File: src/pooled_linked_list_manager_defines.svh
// Assertion macros shared by the pooled linked list manager RTL.
`ifndef POOLED_LINKED_LIST_MANAGER_DEFINES_SVH
`define POOLED_LINKED_LIST_MANAGER_DEFINES_SVH

// The consequent must hold in the same cycle as the antecedent.
`define PLL_ASSERT_SAME(label, clk, rst, ante, cons, msg) \
   label: assert property (@(posedge clk) disable iff (rst) (ante) |-> (cons)) \
      else $error(msg);

// The consequent must hold in the cycle after the antecedent.
`define PLL_ASSERT_NEXT(label, clk, rst, ante, cons, msg) \
   label: assert property (@(posedge clk) disable iff (rst) (ante) |=> (cons)) \
      else $error(msg);

`endif

File: src/pll_pkg.sv
// Package with types, constants and helpers of the pooled linked list manager.
`default_nettype none

package pll_pkg;

   localparam int NUM_NODES = 128;
   localparam int IDX_W     = $clog2(NUM_NODES);
   localparam int LINK_W    = IDX_W + 1;
   localparam int VALUE_W   = 32;
   localparam int COUNT_W   = 8;

   localparam logic [LINK_W-1:0] NULL_LINK = LINK_W'(NUM_NODES);

   localparam logic OP_ADD    = 1'b0;
   localparam logic OP_REMOVE = 1'b1;

   localparam logic [1:0] ST_ADDED     = 2'd0;
   localparam logic [1:0] ST_FULL      = 2'd1;
   localparam logic [1:0] ST_REMOVED   = 2'd2;
   localparam logic [1:0] ST_NOT_FOUND = 2'd3;

   typedef struct packed {
      logic                      req_type;
      logic signed [VALUE_W-1:0] value;
   } pll_req_item_type;

   typedef struct packed {
      logic [1:0]         status;
      logic [COUNT_W-1:0] used_count;
      logic [COUNT_W-1:0] free_count;
   } pll_rsp_item_type;

   typedef struct packed {
      logic              rd_en;
      logic [IDX_W-1:0]  rd_addr;
      logic              wr_en;
      logic [IDX_W-1:0]  wr_addr;
      logic [LINK_W-1:0] wr_data;
   } pll_link_req_type;

   typedef struct packed {
      logic               rd_en;
      logic [IDX_W-1:0]   rd_addr;
      logic               wr_en;
      logic [IDX_W-1:0]   wr_addr;
      logic [VALUE_W-1:0] wr_data;
   } pll_value_req_type;

   function automatic logic is_node(input logic [LINK_W-1:0] link);
      return link < NULL_LINK;
   endfunction

endpackage

`default_nettype wire

File: src/pll_ram.sv
// Generic single-port-write, single-port-read RAM with a registered read.
`default_nettype none

module pll_ram #(
   parameter int WIDTH = 32,
   parameter int DEPTH = 128
) (
   input  wire logic                     clock,
   input  wire logic                     rd_en,
   input  wire logic [$clog2(DEPTH)-1:0] rd_addr,
   output      logic [WIDTH-1:0]         rd_data,
   input  wire logic                     wr_en,
   input  wire logic [$clog2(DEPTH)-1:0] wr_addr,
   input  wire logic [WIDTH-1:0]         wr_data
);

   logic [WIDTH-1:0] mem [DEPTH];
   logic [WIDTH-1:0] rd_data_ff;

   always_ff @(posedge clock) begin
      if (wr_en) begin
         mem[wr_addr] <= wr_data;
      end
      if (rd_en) begin
         rd_data_ff <= mem[rd_addr];
      end
   end

   assign rd_data = rd_data_ff;

endmodule

`default_nettype wire

File: src/pll_link_store.sv
// Link memory with per-entry valid bits that supply the reset chain of links.
`default_nettype none

module pll_link_store
   import pll_pkg::*;
(
   input  wire logic              clock,
   input  wire logic              reset,
   input  wire pll_link_req_type  link_req,
   output      logic [LINK_W-1:0] rd_link
);

   logic [NUM_NODES-1:0] valid_ff;
   logic                 rd_valid_ff;
   logic [IDX_W-1:0]     rd_addr_ff;
   logic [LINK_W-1:0]    ram_rd_data;

   pll_ram #(
      .WIDTH (LINK_W),
      .DEPTH (NUM_NODES)
   ) u_ram (
      .clock   (clock),
      .rd_en   (link_req.rd_en),
      .rd_addr (link_req.rd_addr),
      .rd_data (ram_rd_data),
      .wr_en   (link_req.wr_en),
      .wr_addr (link_req.wr_addr),
      .wr_data (link_req.wr_data)
   );

   always_ff @(posedge clock) begin
      if (reset) begin
         valid_ff <= '0;
      end else if (link_req.wr_en) begin
         valid_ff[link_req.wr_addr] <= 1'b1;
      end
      if (link_req.rd_en) begin
         rd_valid_ff <= valid_ff[link_req.rd_addr];
         rd_addr_ff  <= link_req.rd_addr;
      end
   end

   // An entry never written still holds its reset link, the next index.
   assign rd_link = rd_valid_ff ? ram_rd_data : (LINK_W'(rd_addr_ff) + LINK_W'(1));

endmodule

`default_nettype wire

File: config.mk
export PLATFORM = sky130hd
export DESIGN_NAME = pll_link_store
export DESIGN_NICKNAME = d
export VERILOG_FILES = /design/src/pooled_linked_list_manager_defines.svh /design/src/pll_pkg.sv /design/src/pll_ram.sv /design/src/pll_link_store.sv
export SDC_FILE = /design/constraint.sdc
export NUM_CORES = 1
export LEC_CHECK = 0
export BUFFER_PORTS_ARGS = -buffer_cell sky130_fd_sc_hd__clkbuf_2
export CAP_MARGIN = 10
export CORE_UTILIZATION = 35
export DETAILED_ROUTE_END_ITERATION = 16
export GPL_TIMING_DRIVEN = 0
export SLEW_MARGIN = 30
export SYNTH_ARGS = -nofsm -noshare
export SYNTH_HDL_FRONTEND = slang
export SYNTH_SLANG_ARGS = --single-unit
File: constraint.sdc
create_clock -name clock -period 3.4 [get_ports clock]
set_input_delay 0.51 -clock clock [delete_from_list [all_inputs] [get_ports clock]]
set_output_delay 0.51 -clock clock [all_outputs]
set_load 0.02 [all_outputs]
==> metrics.txt <==
die height 360 µm; Avg Cell Area, Syn 21.0 µm²; vias in the first global route 22740; Clk pin slew, worst setup/hold paths 60 ps; Net count, final 2330; gpl congestion 0.900; Inserted Clock Buffers 115; synthesized flop and latch total 1168; Port Buffers 32; Most used DFF post-synth edfxtp_1; DRC 0; CP max stage delay 570 ps; via count 22136; net count after synthesis 2173; Yosys warnings 0; hold_buf cts 0; status complete, but fails checks; DP Worst Slack -1420 ps; Vias/cell 5.44; failing checks negative setup slack; Critical-path top delay cell mux4_2; Placed Cells 3848; number of flops mapped to enable cells by yosys 1040; share of post-route cells with drive strength above 1 0.285; Hold/Removal Path Class primary input to flop; PwrDens 583 nW/µm²; initial core utilization 0.353; fin. max-slew vios 0; root buffer cell clkbuf_16; Fin Clk Skew 23.9 ps; core area 128000 µm²; fin area 51400 µm²; total die area 130000 µm²; Worst Path Max Fanout 10; final WL 115 mm; HPWL Detailed 78.5 mm; Leak Pwr 15.9 nW; Final period util 1.01; Worst Path Buf+Inv 4; post-CTS setup buffer count 0; Syn-to-layout area delta 14.3%; Max Cap Viol 0; share of the synthesized area in the top cell type 0.695; Final Hold Fails 0; H-tree depth 3; CTS max path bufs 3; Crit Path Class primary input to flop; Slew @ Worst Pin 1040 ps; fraction of registers with async set/reset 0; Global Route Usage Sum 0.176; Seq/Total Area, Yosys 0.752; Die X-Extent 360 µm; max frequency 0.290 GHz; WL/cell 28.2 µm; Worst setup SP type primary input; Required @ worst endpoint 3820 ps; Most common cell on crit path mux4_2; Power Total 30.0 mW; Syn Inst Count 2146; CTS tree done; setup TNS -133 ps; Ports 34; Pre-antenna DRT Iters 5; min Tclk post-route 3450 ps; global-route wire length before repair 165 mm; row cnt 131; Netlist Area Pre-Place 45000 µm²; clock sinks 1168; post-route setup slack -49.6 ps; Yosys top cell by area edfxtp_1; setup violators final 6; largest net degree at the start of global routing 93; antenna viol nets, final 0; RSZ-0062 raised after global routing no; synth unique cells 34; final std cells w/o fill 4070; CP Capture Type flop; gr ovfl total 0; Cell Area, Placed 47500 µm²; initial antenna violation count 10; clock latency on the worst-skew pair 700 ps; top cell family by delay on the critical path multiplexers; max_slew headroom 0.309; crit path cell chain clkbuf_2 > buf_2 > clkbuf_2 > clkdlybuf4s18_2 > mux4_2 > mux4_2 > mux4_2 > mux2_2; initial drt markers 2617; CP Data Arrival Time 3870 ps; Max IR drop VDD 463 µV; synth top area cells edfxtp_1, mux4_2, dfxtp_1
## sequential cells by signal, indices dropped and copies added, names as in the netlist
register and count:
valid_ff 128, rd_valid_ff 1, u_ram.mem 1024, u_ram.rd_data 8, rd_addr_ff 7
## where the power goes
group          internal [mW]  switching (mW)
Combinational          0.599           0.994
Clock                   7.38            5.28
Sequential              15.7          0.0249
## cells in the final DEF (no fill, tap or decap), drive strengths merged, types with 2 or more instances in the layout
cell type and count:
dfxtp 128, xnor2 2, nand4 2, and3b 2, or3 2, nor2 361, edfxtp 1040, nand3b 2
diode 2, nor3 2, or4b 5, and3 5, mux4 378, xor2 3, a21oi 24, nor2b 3
mux2 10, clkbuf 280, o21ai 7, clkinvlp 2, buf 52, nand4b 7, and2 2, inv 5
bufinv 11, nand2 11, nand3 7, clkinv 38, nand4bb 6
## area by class of cell
cell class,count,area (µm²)
Antenna cell,2,5.00
Buffer,130,622
Clock buffer,164,3200
Clock inverter,56,567
Fill cell,11162,76100
Multi-Input combinational cell,848,10700
Sequential cell,1168,33800
Tap cell,1662,2080
Timing Repair Buffer,40,450
## cell families after synthesis
family / Yosys count / share of synthesized area
xor+xnor: 5 / 0.000974
mux: 388 / 0.192
fa+ha+maj: 1 / 0.000278
flops: 1168 / 0.752
compound gates: 32 / 0.00367
buf+inv: 130 / 0.0121
simple gates: 422 / 0.0395
## synth_stat cells (all sizes together), types with 2 or more instances
cell type  instances
nand4b             7
xor2               3
dfxtp            128
or4b               5
nand3              7
and3               5
edfxtp          1040
and3b              2
a21oi             24
nand4bb            6
clkbuf            84
nor3               2
mux4             378
xnor2              2
and2               2
buf               46
o21ai              7
nor2             361
nand3b             2
nand2             11
or3                2
nor2b              3
nand4              2
mux2              10
## routing by layer
| metal | wire [µm] | track usage | vias up |
|---|---|---|---|
| met5 | 60 | 0 | - |
| met4 | 3630 | 0.0587 | 10 |
| met3 | 9560 | 0.0386 | 195 |
| met2 | 54700 | 0.283 | 921 |
| met1 | 46900 | 0.239 | 11904 |
| li1 | - | - | 9106 |
## repair_timing
action	in CTS	in global routing
gates resized for setup	26	2
pin swaps	0	0
setup endpoints to repair	9	6
## final timing paths
| kind | slack [ps] | end | cells after the start | startpoint |
|---|---|---|---|---|
| hold / removal | 30 | rd_addr_ff[4]$_DFFE_PP_ | 1 | link_req[20] |
| setup reg to reg | 770 | u_ram.rd_data[3]$_DFFE_PP_ | 4 | u_ram.mem[127][3]$_DFFE_PP_ |
| setup / recovery | -50 | u_ram.rd_data[1]$_DFFE_PP_ | 8 | link_req[18] |
| hold reg to reg | 460 | valid_ff[36]$_SDFFE_PP0P_ | 2 | valid_ff[36]$_SDFFE_PP0P_ |
## stage by stage
| step | util | hold slack, ps |
|---|---|---|
| after floorplan | - | 431 |
| after global placement | 0.370 | 442 |
| after detailed placement | 0.373 | 456 |
| after CTS | 0.403 | 9.94 |
| after global routing | 0.403 | 30.1 |
| final | 0.403 | 34.1 |
Note: power is estimated with default switching activity, not from simulation.
