$ cat src/pooled_linked_list_manager_defines.svh
// Assertion macros shared by the pooled linked list manager RTL.
`ifndef POOLED_LINKED_LIST_MANAGER_DEFINES_SVH
`define POOLED_LINKED_LIST_MANAGER_DEFINES_SVH

// The consequent must hold in the same cycle as the antecedent.
`define PLL_ASSERT_SAME(label, clk, rst, ante, cons, msg) \
   label: assert property (@(posedge clk) disable iff (rst) (ante) |-> (cons)) \
      else $error(msg);

// The consequent must hold in the cycle after the antecedent.
`define PLL_ASSERT_NEXT(label, clk, rst, ante, cons, msg) \
   label: assert property (@(posedge clk) disable iff (rst) (ante) |=> (cons)) \
      else $error(msg);

`endif

$ cat src/pll_pkg.sv
// Package with types, constants and helpers of the pooled linked list manager.
`default_nettype none

package pll_pkg;

   localparam int NUM_NODES = 128;
   localparam int IDX_W     = $clog2(NUM_NODES);
   localparam int LINK_W    = IDX_W + 1;
   localparam int VALUE_W   = 32;
   localparam int COUNT_W   = 8;

   localparam logic [LINK_W-1:0] NULL_LINK = LINK_W'(NUM_NODES);

   localparam logic OP_ADD    = 1'b0;
   localparam logic OP_REMOVE = 1'b1;

   localparam logic [1:0] ST_ADDED     = 2'd0;
   localparam logic [1:0] ST_FULL      = 2'd1;
   localparam logic [1:0] ST_REMOVED   = 2'd2;
   localparam logic [1:0] ST_NOT_FOUND = 2'd3;

   typedef struct packed {
      logic                      req_type;
      logic signed [VALUE_W-1:0] value;
   } pll_req_item_type;

   typedef struct packed {
      logic [1:0]         status;
      logic [COUNT_W-1:0] used_count;
      logic [COUNT_W-1:0] free_count;
   } pll_rsp_item_type;

   typedef struct packed {
      logic              rd_en;
      logic [IDX_W-1:0]  rd_addr;
      logic              wr_en;
      logic [IDX_W-1:0]  wr_addr;
      logic [LINK_W-1:0] wr_data;
   } pll_link_req_type;

   typedef struct packed {
      logic               rd_en;
      logic [IDX_W-1:0]   rd_addr;
      logic               wr_en;
      logic [IDX_W-1:0]   wr_addr;
      logic [VALUE_W-1:0] wr_data;
   } pll_value_req_type;

   function automatic logic is_node(input logic [LINK_W-1:0] link);
      return link < NULL_LINK;
   endfunction

endpackage

`default_nettype wire

$ cat src/pll_walker.sv
// Request sequencer: pops and pushes nodes and walks the used list.
`default_nettype none

module pll_walker
   import pll_pkg::*;
(
   input  wire logic               clock,
   input  wire logic               reset,
   input  wire logic               start,
   input  wire pll_req_item_type   req_data,
   output      logic               busy,
   output      logic               rsp_valid,
   output      pll_rsp_item_type   rsp_data,
   output      pll_link_req_type   link_req,
   input  wire logic [LINK_W-1:0]  link_rd,
   output      pll_value_req_type  value_req,
   input  wire logic [VALUE_W-1:0] value_rd
);

   typedef enum logic [1:0] {
      S_IDLE,
      S_ADD,
      S_WALK,
      S_FREE
   } state_type;

   state_type          state_ff, state_in;
   logic [LINK_W-1:0]  used_head_ff, used_head_in;
   logic [LINK_W-1:0]  free_head_ff, free_head_in;
   logic [COUNT_W-1:0] free_count_ff, free_count_in;
   logic [LINK_W-1:0]  cur_ff, cur_in;
   logic [LINK_W-1:0]  prev_ff, prev_in;
   logic [VALUE_W-1:0] value_ff, value_in;
   logic               rsp_valid_ff, rsp_valid_in;
   pll_rsp_item_type   rsp_ff, rsp_in;
   logic [1:0]         status;

   always_comb begin
      state_in      = state_ff;
      used_head_in  = used_head_ff;
      free_head_in  = free_head_ff;
      free_count_in = free_count_ff;
      cur_in        = cur_ff;
      prev_in       = prev_ff;
      value_in      = value_ff;
      rsp_valid_in  = 1'b0;
      status        = ST_ADDED;
      link_req      = '0;
      value_req     = '0;

      unique case (state_ff)
         S_IDLE: begin
            if (start) begin
               value_in = req_data.value;
               if (req_data.req_type == OP_ADD) begin
                  if (free_count_ff == '0 || !is_node(free_head_ff)) begin
                     rsp_valid_in = 1'b1;
                     status       = ST_FULL;
                  end else begin
                     link_req.rd_en   = 1'b1;
                     link_req.rd_addr = free_head_ff[IDX_W-1:0];
                     state_in         = S_ADD;
                  end
               end else begin
                  if (!is_node(used_head_ff)) begin
                     rsp_valid_in = 1'b1;
                     status       = ST_NOT_FOUND;
                  end else begin
                     link_req.rd_en    = 1'b1;
                     link_req.rd_addr  = used_head_ff[IDX_W-1:0];
                     value_req.rd_en   = 1'b1;
                     value_req.rd_addr = used_head_ff[IDX_W-1:0];
                     cur_in            = used_head_ff;
                     prev_in           = NULL_LINK;
                     state_in          = S_WALK;
                  end
               end
            end
         end
         S_ADD: begin
            link_req.wr_en    = 1'b1;
            link_req.wr_addr  = free_head_ff[IDX_W-1:0];
            link_req.wr_data  = used_head_ff;
            value_req.wr_en   = 1'b1;
            value_req.wr_addr = free_head_ff[IDX_W-1:0];
            value_req.wr_data = value_ff;
            free_head_in      = link_rd;
            used_head_in      = free_head_ff;
            free_count_in     = free_count_ff - COUNT_W'(1);
            rsp_valid_in      = 1'b1;
            status            = ST_ADDED;
            state_in          = S_IDLE;
         end
         S_WALK: begin
            if (value_rd == value_ff) begin
               if (is_node(prev_ff)) begin
                  link_req.wr_en   = 1'b1;
                  link_req.wr_addr = prev_ff[IDX_W-1:0];
                  link_req.wr_data = link_rd;
               end else begin
                  used_head_in = link_rd;
               end
               state_in = S_FREE;
            end else if (!is_node(link_rd)) begin
               rsp_valid_in = 1'b1;
               status       = ST_NOT_FOUND;
               state_in     = S_IDLE;
            end else begin
               link_req.rd_en    = 1'b1;
               link_req.rd_addr  = link_rd[IDX_W-1:0];
               value_req.rd_en   = 1'b1;
               value_req.rd_addr = link_rd[IDX_W-1:0];
               prev_in           = cur_ff;
               cur_in            = link_rd;
            end
         end
         S_FREE: begin
            link_req.wr_en   = 1'b1;
            link_req.wr_addr = cur_ff[IDX_W-1:0];
            link_req.wr_data = free_head_ff;
            free_head_in     = cur_ff;
            if (free_count_ff < COUNT_W'(NUM_NODES)) begin
               free_count_in = free_count_ff + COUNT_W'(1);
            end
            rsp_valid_in = 1'b1;
            status       = ST_REMOVED;
            state_in     = S_IDLE;
         end
         default: begin
            state_in = S_IDLE;
         end
      endcase

      rsp_in = rsp_ff;
      if (rsp_valid_in) begin
         rsp_in.status     = status;
         rsp_in.used_count = COUNT_W'(NUM_NODES) - free_count_in;
         rsp_in.free_count = free_count_in;
      end
   end

   always_ff @(posedge clock) begin
      if (reset) begin
         state_ff      <= S_IDLE;
         used_head_ff  <= NULL_LINK;
         free_head_ff  <= '0;
         free_count_ff <= COUNT_W'(NUM_NODES);
         rsp_valid_ff  <= 1'b0;
      end else begin
         state_ff      <= state_in;
         used_head_ff  <= used_head_in;
         free_head_ff  <= free_head_in;
         free_count_ff <= free_count_in;
         rsp_valid_ff  <= rsp_valid_in;
      end
      cur_ff   <= cur_in;
      prev_ff  <= prev_in;
      value_ff <= value_in;
      rsp_ff   <= rsp_in;
   end

   assign busy      = (state_ff != S_IDLE);
   assign rsp_valid = rsp_valid_ff;
   assign rsp_data  = rsp_ff;

endmodule

`default_nettype wire

$ cat config.mk
export PLATFORM = sky130hd
export DESIGN_NAME = pll_walker
export DESIGN_NICKNAME = d
export VERILOG_FILES = /design/src/pooled_linked_list_manager_defines.svh /design/src/pll_pkg.sv /design/src/pll_walker.sv
export SDC_FILE = /design/constraint.sdc
export NUM_CORES = 1
export LEC_CHECK = 0
export BUFFER_PORTS_ARGS = -buffer_cell sky130_fd_sc_hd__buf_2
export CAP_MARGIN = 5
export CORE_MARGIN = 1
export CORE_UTILIZATION = 51
export CTS_CLUSTER_DIAMETER = 40
export DETAILED_ROUTE_END_ITERATION = 10
export PLACE_DENSITY_LB_ADDON = 0.2
export SKIP_CTS_REPAIR_TIMING = 1
export SLEW_MARGIN = 20
export SYNTH_ARGS = -nofsm -noshare
export SYNTH_HDL_FRONTEND = slang
export SYNTH_SLANG_ARGS = --single-unit
$ cat constraint.sdc
create_clock -name clock -period 5.2 [get_ports clock]
set_clock_uncertainty 0.1 [all_clocks]
set_input_delay 0.52 -clock clock [delete_from_list [all_inputs] [get_ports clock]]
set_output_delay 0.52 -clock clock [all_outputs]
set_load 0.01 [all_outputs]
==> metrics <==
status finished, final reports clean; switching share of total power 28.1%; slowest CP cell nor2_2; fin crit share between 70% and 80%; Crit Path Class register to output pin; # diodes 0; register area share after synthesis 49.8%; syn_nets ~530; Synth top area share 39.0%; post-detailed-route count of antenna-violating nets 0; initial DRC count 223; CTS clock-pin slew for the worst setup and hold paths 100 ps; DRC viols 0; Internal roughly 1.1 mW; share of cells above drive strength 1 a little over a third; area leader, netlist edfxtp_1; CP Capture Type output pin; Synth Warn # 0; Tightest Pin Transition 1120 ps; max_slew headroom 24.9%; Post-Syn Area per Cell approximately 11 sq um; Main synth FF type edfxtp_1; # H-tree levels 3; Seq pwr share 55.3%; Hold WC Path Type input pin to register; cell area after synthesis 5010 sq um; static leakage 2.75 nW; switching power 0.442 mW; Yosys reg bits 92; vias in the first global route ~4,000; crit-path cells xor2_1 > nor4_1 > nand4_2 > nor2_2 > nor3_2 > or3_1 > buf_2; Layout area overhead 21.7%; DRT Wirelength 12.4 mm; first-pass GRT wire length 19.5 mm; ys async rst share 0%; WL/cell 16.7 um; Comb pwr share 15.3%; Via-to-Cell Ratio 5.50; height of the die approximately 100 um; IO Pins 168; arrival time worst endpoint 3170 ps; EDFF count, synth 65; Post-synth top cells edfxtp_1 (65), and2_1 (48), xor2_1 (35), nand2_1 (28), dfxtp_1 (27); Clock Path Buffers 2; critical path's largest stage delay 560 ps; CTS tree done; Buf/Inv on CP 1; clock latency on the worst-skew pair 370 ps; Critical Path Start Type register; fmax 0.264 GHz; Top delay family on crit path simple AND/OR/NAND/NOR gates; clock power share 29.5%; Syn Inst Count around 450; RSZ-0062 raised after global routing no; Initial Util 53.4%; cts bufs inserted 9; final setup violation count 0; most numerous cell in the Yosys netlist edfxtp_1; drt pass-1 iters 4; grt total ovfl 0; VDD IR-drop max 174 uV; pwr dens 258 nW/um^2; maximum capacitance violations 0; Worst Path Required 4580 ps; via count 4,091; Port Buffer Count 167; DP HPWL 8.55 mm; core box area about 9400 sq um; minimum clock period after layout 3790 ps; final hold violation count 0; CTS sink cnt about 90; Tot GR Track Use 25.0%; pre-CTS setup slack 1550 ps; Core Rows 35; initial antenna violation count 0; largest fanout on the critical path 17; Cell variety after synth 55; Die Span X 101 um; Total Neg Setup Slack 0 ps; Synth area leaders edfxtp_1 (39%), dfxtp_1 (11%), xor2_1 (6.1%), and2_1 (6.0%), a22o_1 (4.2%); Clock Tree Root clkbuf_8; die footprint ~10,000 sq um; worst setup margin 1410 ps; Final Max Tran Viols 0; gp weighted congestion 0.768; nets between 600 and 700; largest net degree at the start of global routing 53
flip-flops by register name, indices dropped and copies added, names as in the netlist:
name,cells
value_ff,32
rsp_data,17
cur_ff,8
free_count_ff,8
free_head_ff,8
prev_ff,8
used_head_ff,8
state_ff,2
rsp_valid,1
power by group through the flow:
stage               Sequential [mW]  Combinational (mW)  Clock [mW]
floorplan                     0.888               0.142           0
global placement              0.882               0.236           0
detailed placement            0.884               0.240           0
CTS                           0.868               0.241       0.472
global route                  0.874               0.264       0.504
finish                        0.868               0.239       0.463
final timing paths:
check / startpoint / end / slack, ps / cells after the start
max: value_ff[19] / link_req[23] / 1410 / 7
min: req_data[14] / value_ff[14] / 210 / 1
max reg2reg: state_ff[0] / rsp_data[15] / 1960 / 7
min reg2reg: free_head_ff[3] / free_head_ff[3] / 450 / 2
metal layers:
layer  up-vias  GRT usage, %  part of all wire, %
met5         -             0                    0
met4         0          10.4                  2.4
met3        24          5.96                  7.2
met2       174          41.7                   48
met1      1918          31.2                   42
li1       1975             -                    -
cell families after synthesis:
group,Yosys count,share of synthesized area (%)
AND/OR/NAND/NOR,153,17.8
buffers and inverters,40,3.85
XOR/XNOR,45,8.02
multiplexers,23,4.97
AO/OA/AOI/OAI,97,14.6
adder cells (fa/ha/maj),4,0.999
flip-flops,92,49.8
worst reg2reg max path: stages, from the launching register on:
cell and delay (ps):
dfxtp_1 870, buf_4 440, or4b_1 530, o32ai_1 230
xnor2_1 300, nand4_1 220, nor4_2 230, xnor2_1 90
area by class of cell:
type,instances,area (sq um)
Clock inverter,7,60.1
Multi-Input combinational cell,322,2330
Inverter,12,45.0
Sequential cell,92,2490
Clock buffer,9,124
Tap cell,129,161
Timing Repair Buffer,173,881
Fill cell,804,3280
placed cells by master, fill, tap and decap left out, types with 2 or more instances in the layout:
cell type   count
ha_1            4
clkbuf_8        9
inv_8           2
nand2b_1       11
a31oi_1         8
nand2_1        28
buf_2         167
o22ai_1         2
o21ai_1         2
o211ai_1        8
xnor2_1         9
and2_1         48
a22o_1         24
nor2b_1         7
mux2_2         15
clkinvlp_4      2
nand4_1         2
nor2_1         20
and3_1          3
a22oi_1         2
o2111ai_1       7
nor3b_1         2
xor2_1         35
o21ai_0         6
mux2i_1         8
o21bai_1        2
a211oi_1        8
nand3_1         2
inv_1          12
nor4_1         10
a21oi_1         9
and4_1          2
nand4_2         2
a21o_1          8
or2_2           4
dfxtp_1        26
edfxtp_1       65
buf_4           6
a22o_2          5
nand4b_1        2
metrics by stage:
stage / total power [mW] / util, % / cells / hold WS, ps / cell area, sq um
floorplan: 1.03 / - / 454 / 389 / 5010
global placement: 1.12 / 63.1 / 728 / 421 / 5910
detailed placement: 1.12 / 63.1 / 728 / 431 / 5910
CTS: 1.58 / 65.0 / 744 / 196 / 6100
global route: 1.64 / 65.0 / 744 / 194 / 6100
finish: 1.57 / 65.0 / 744 / 211 / 6100
Power figures use the tool's default switching activity.
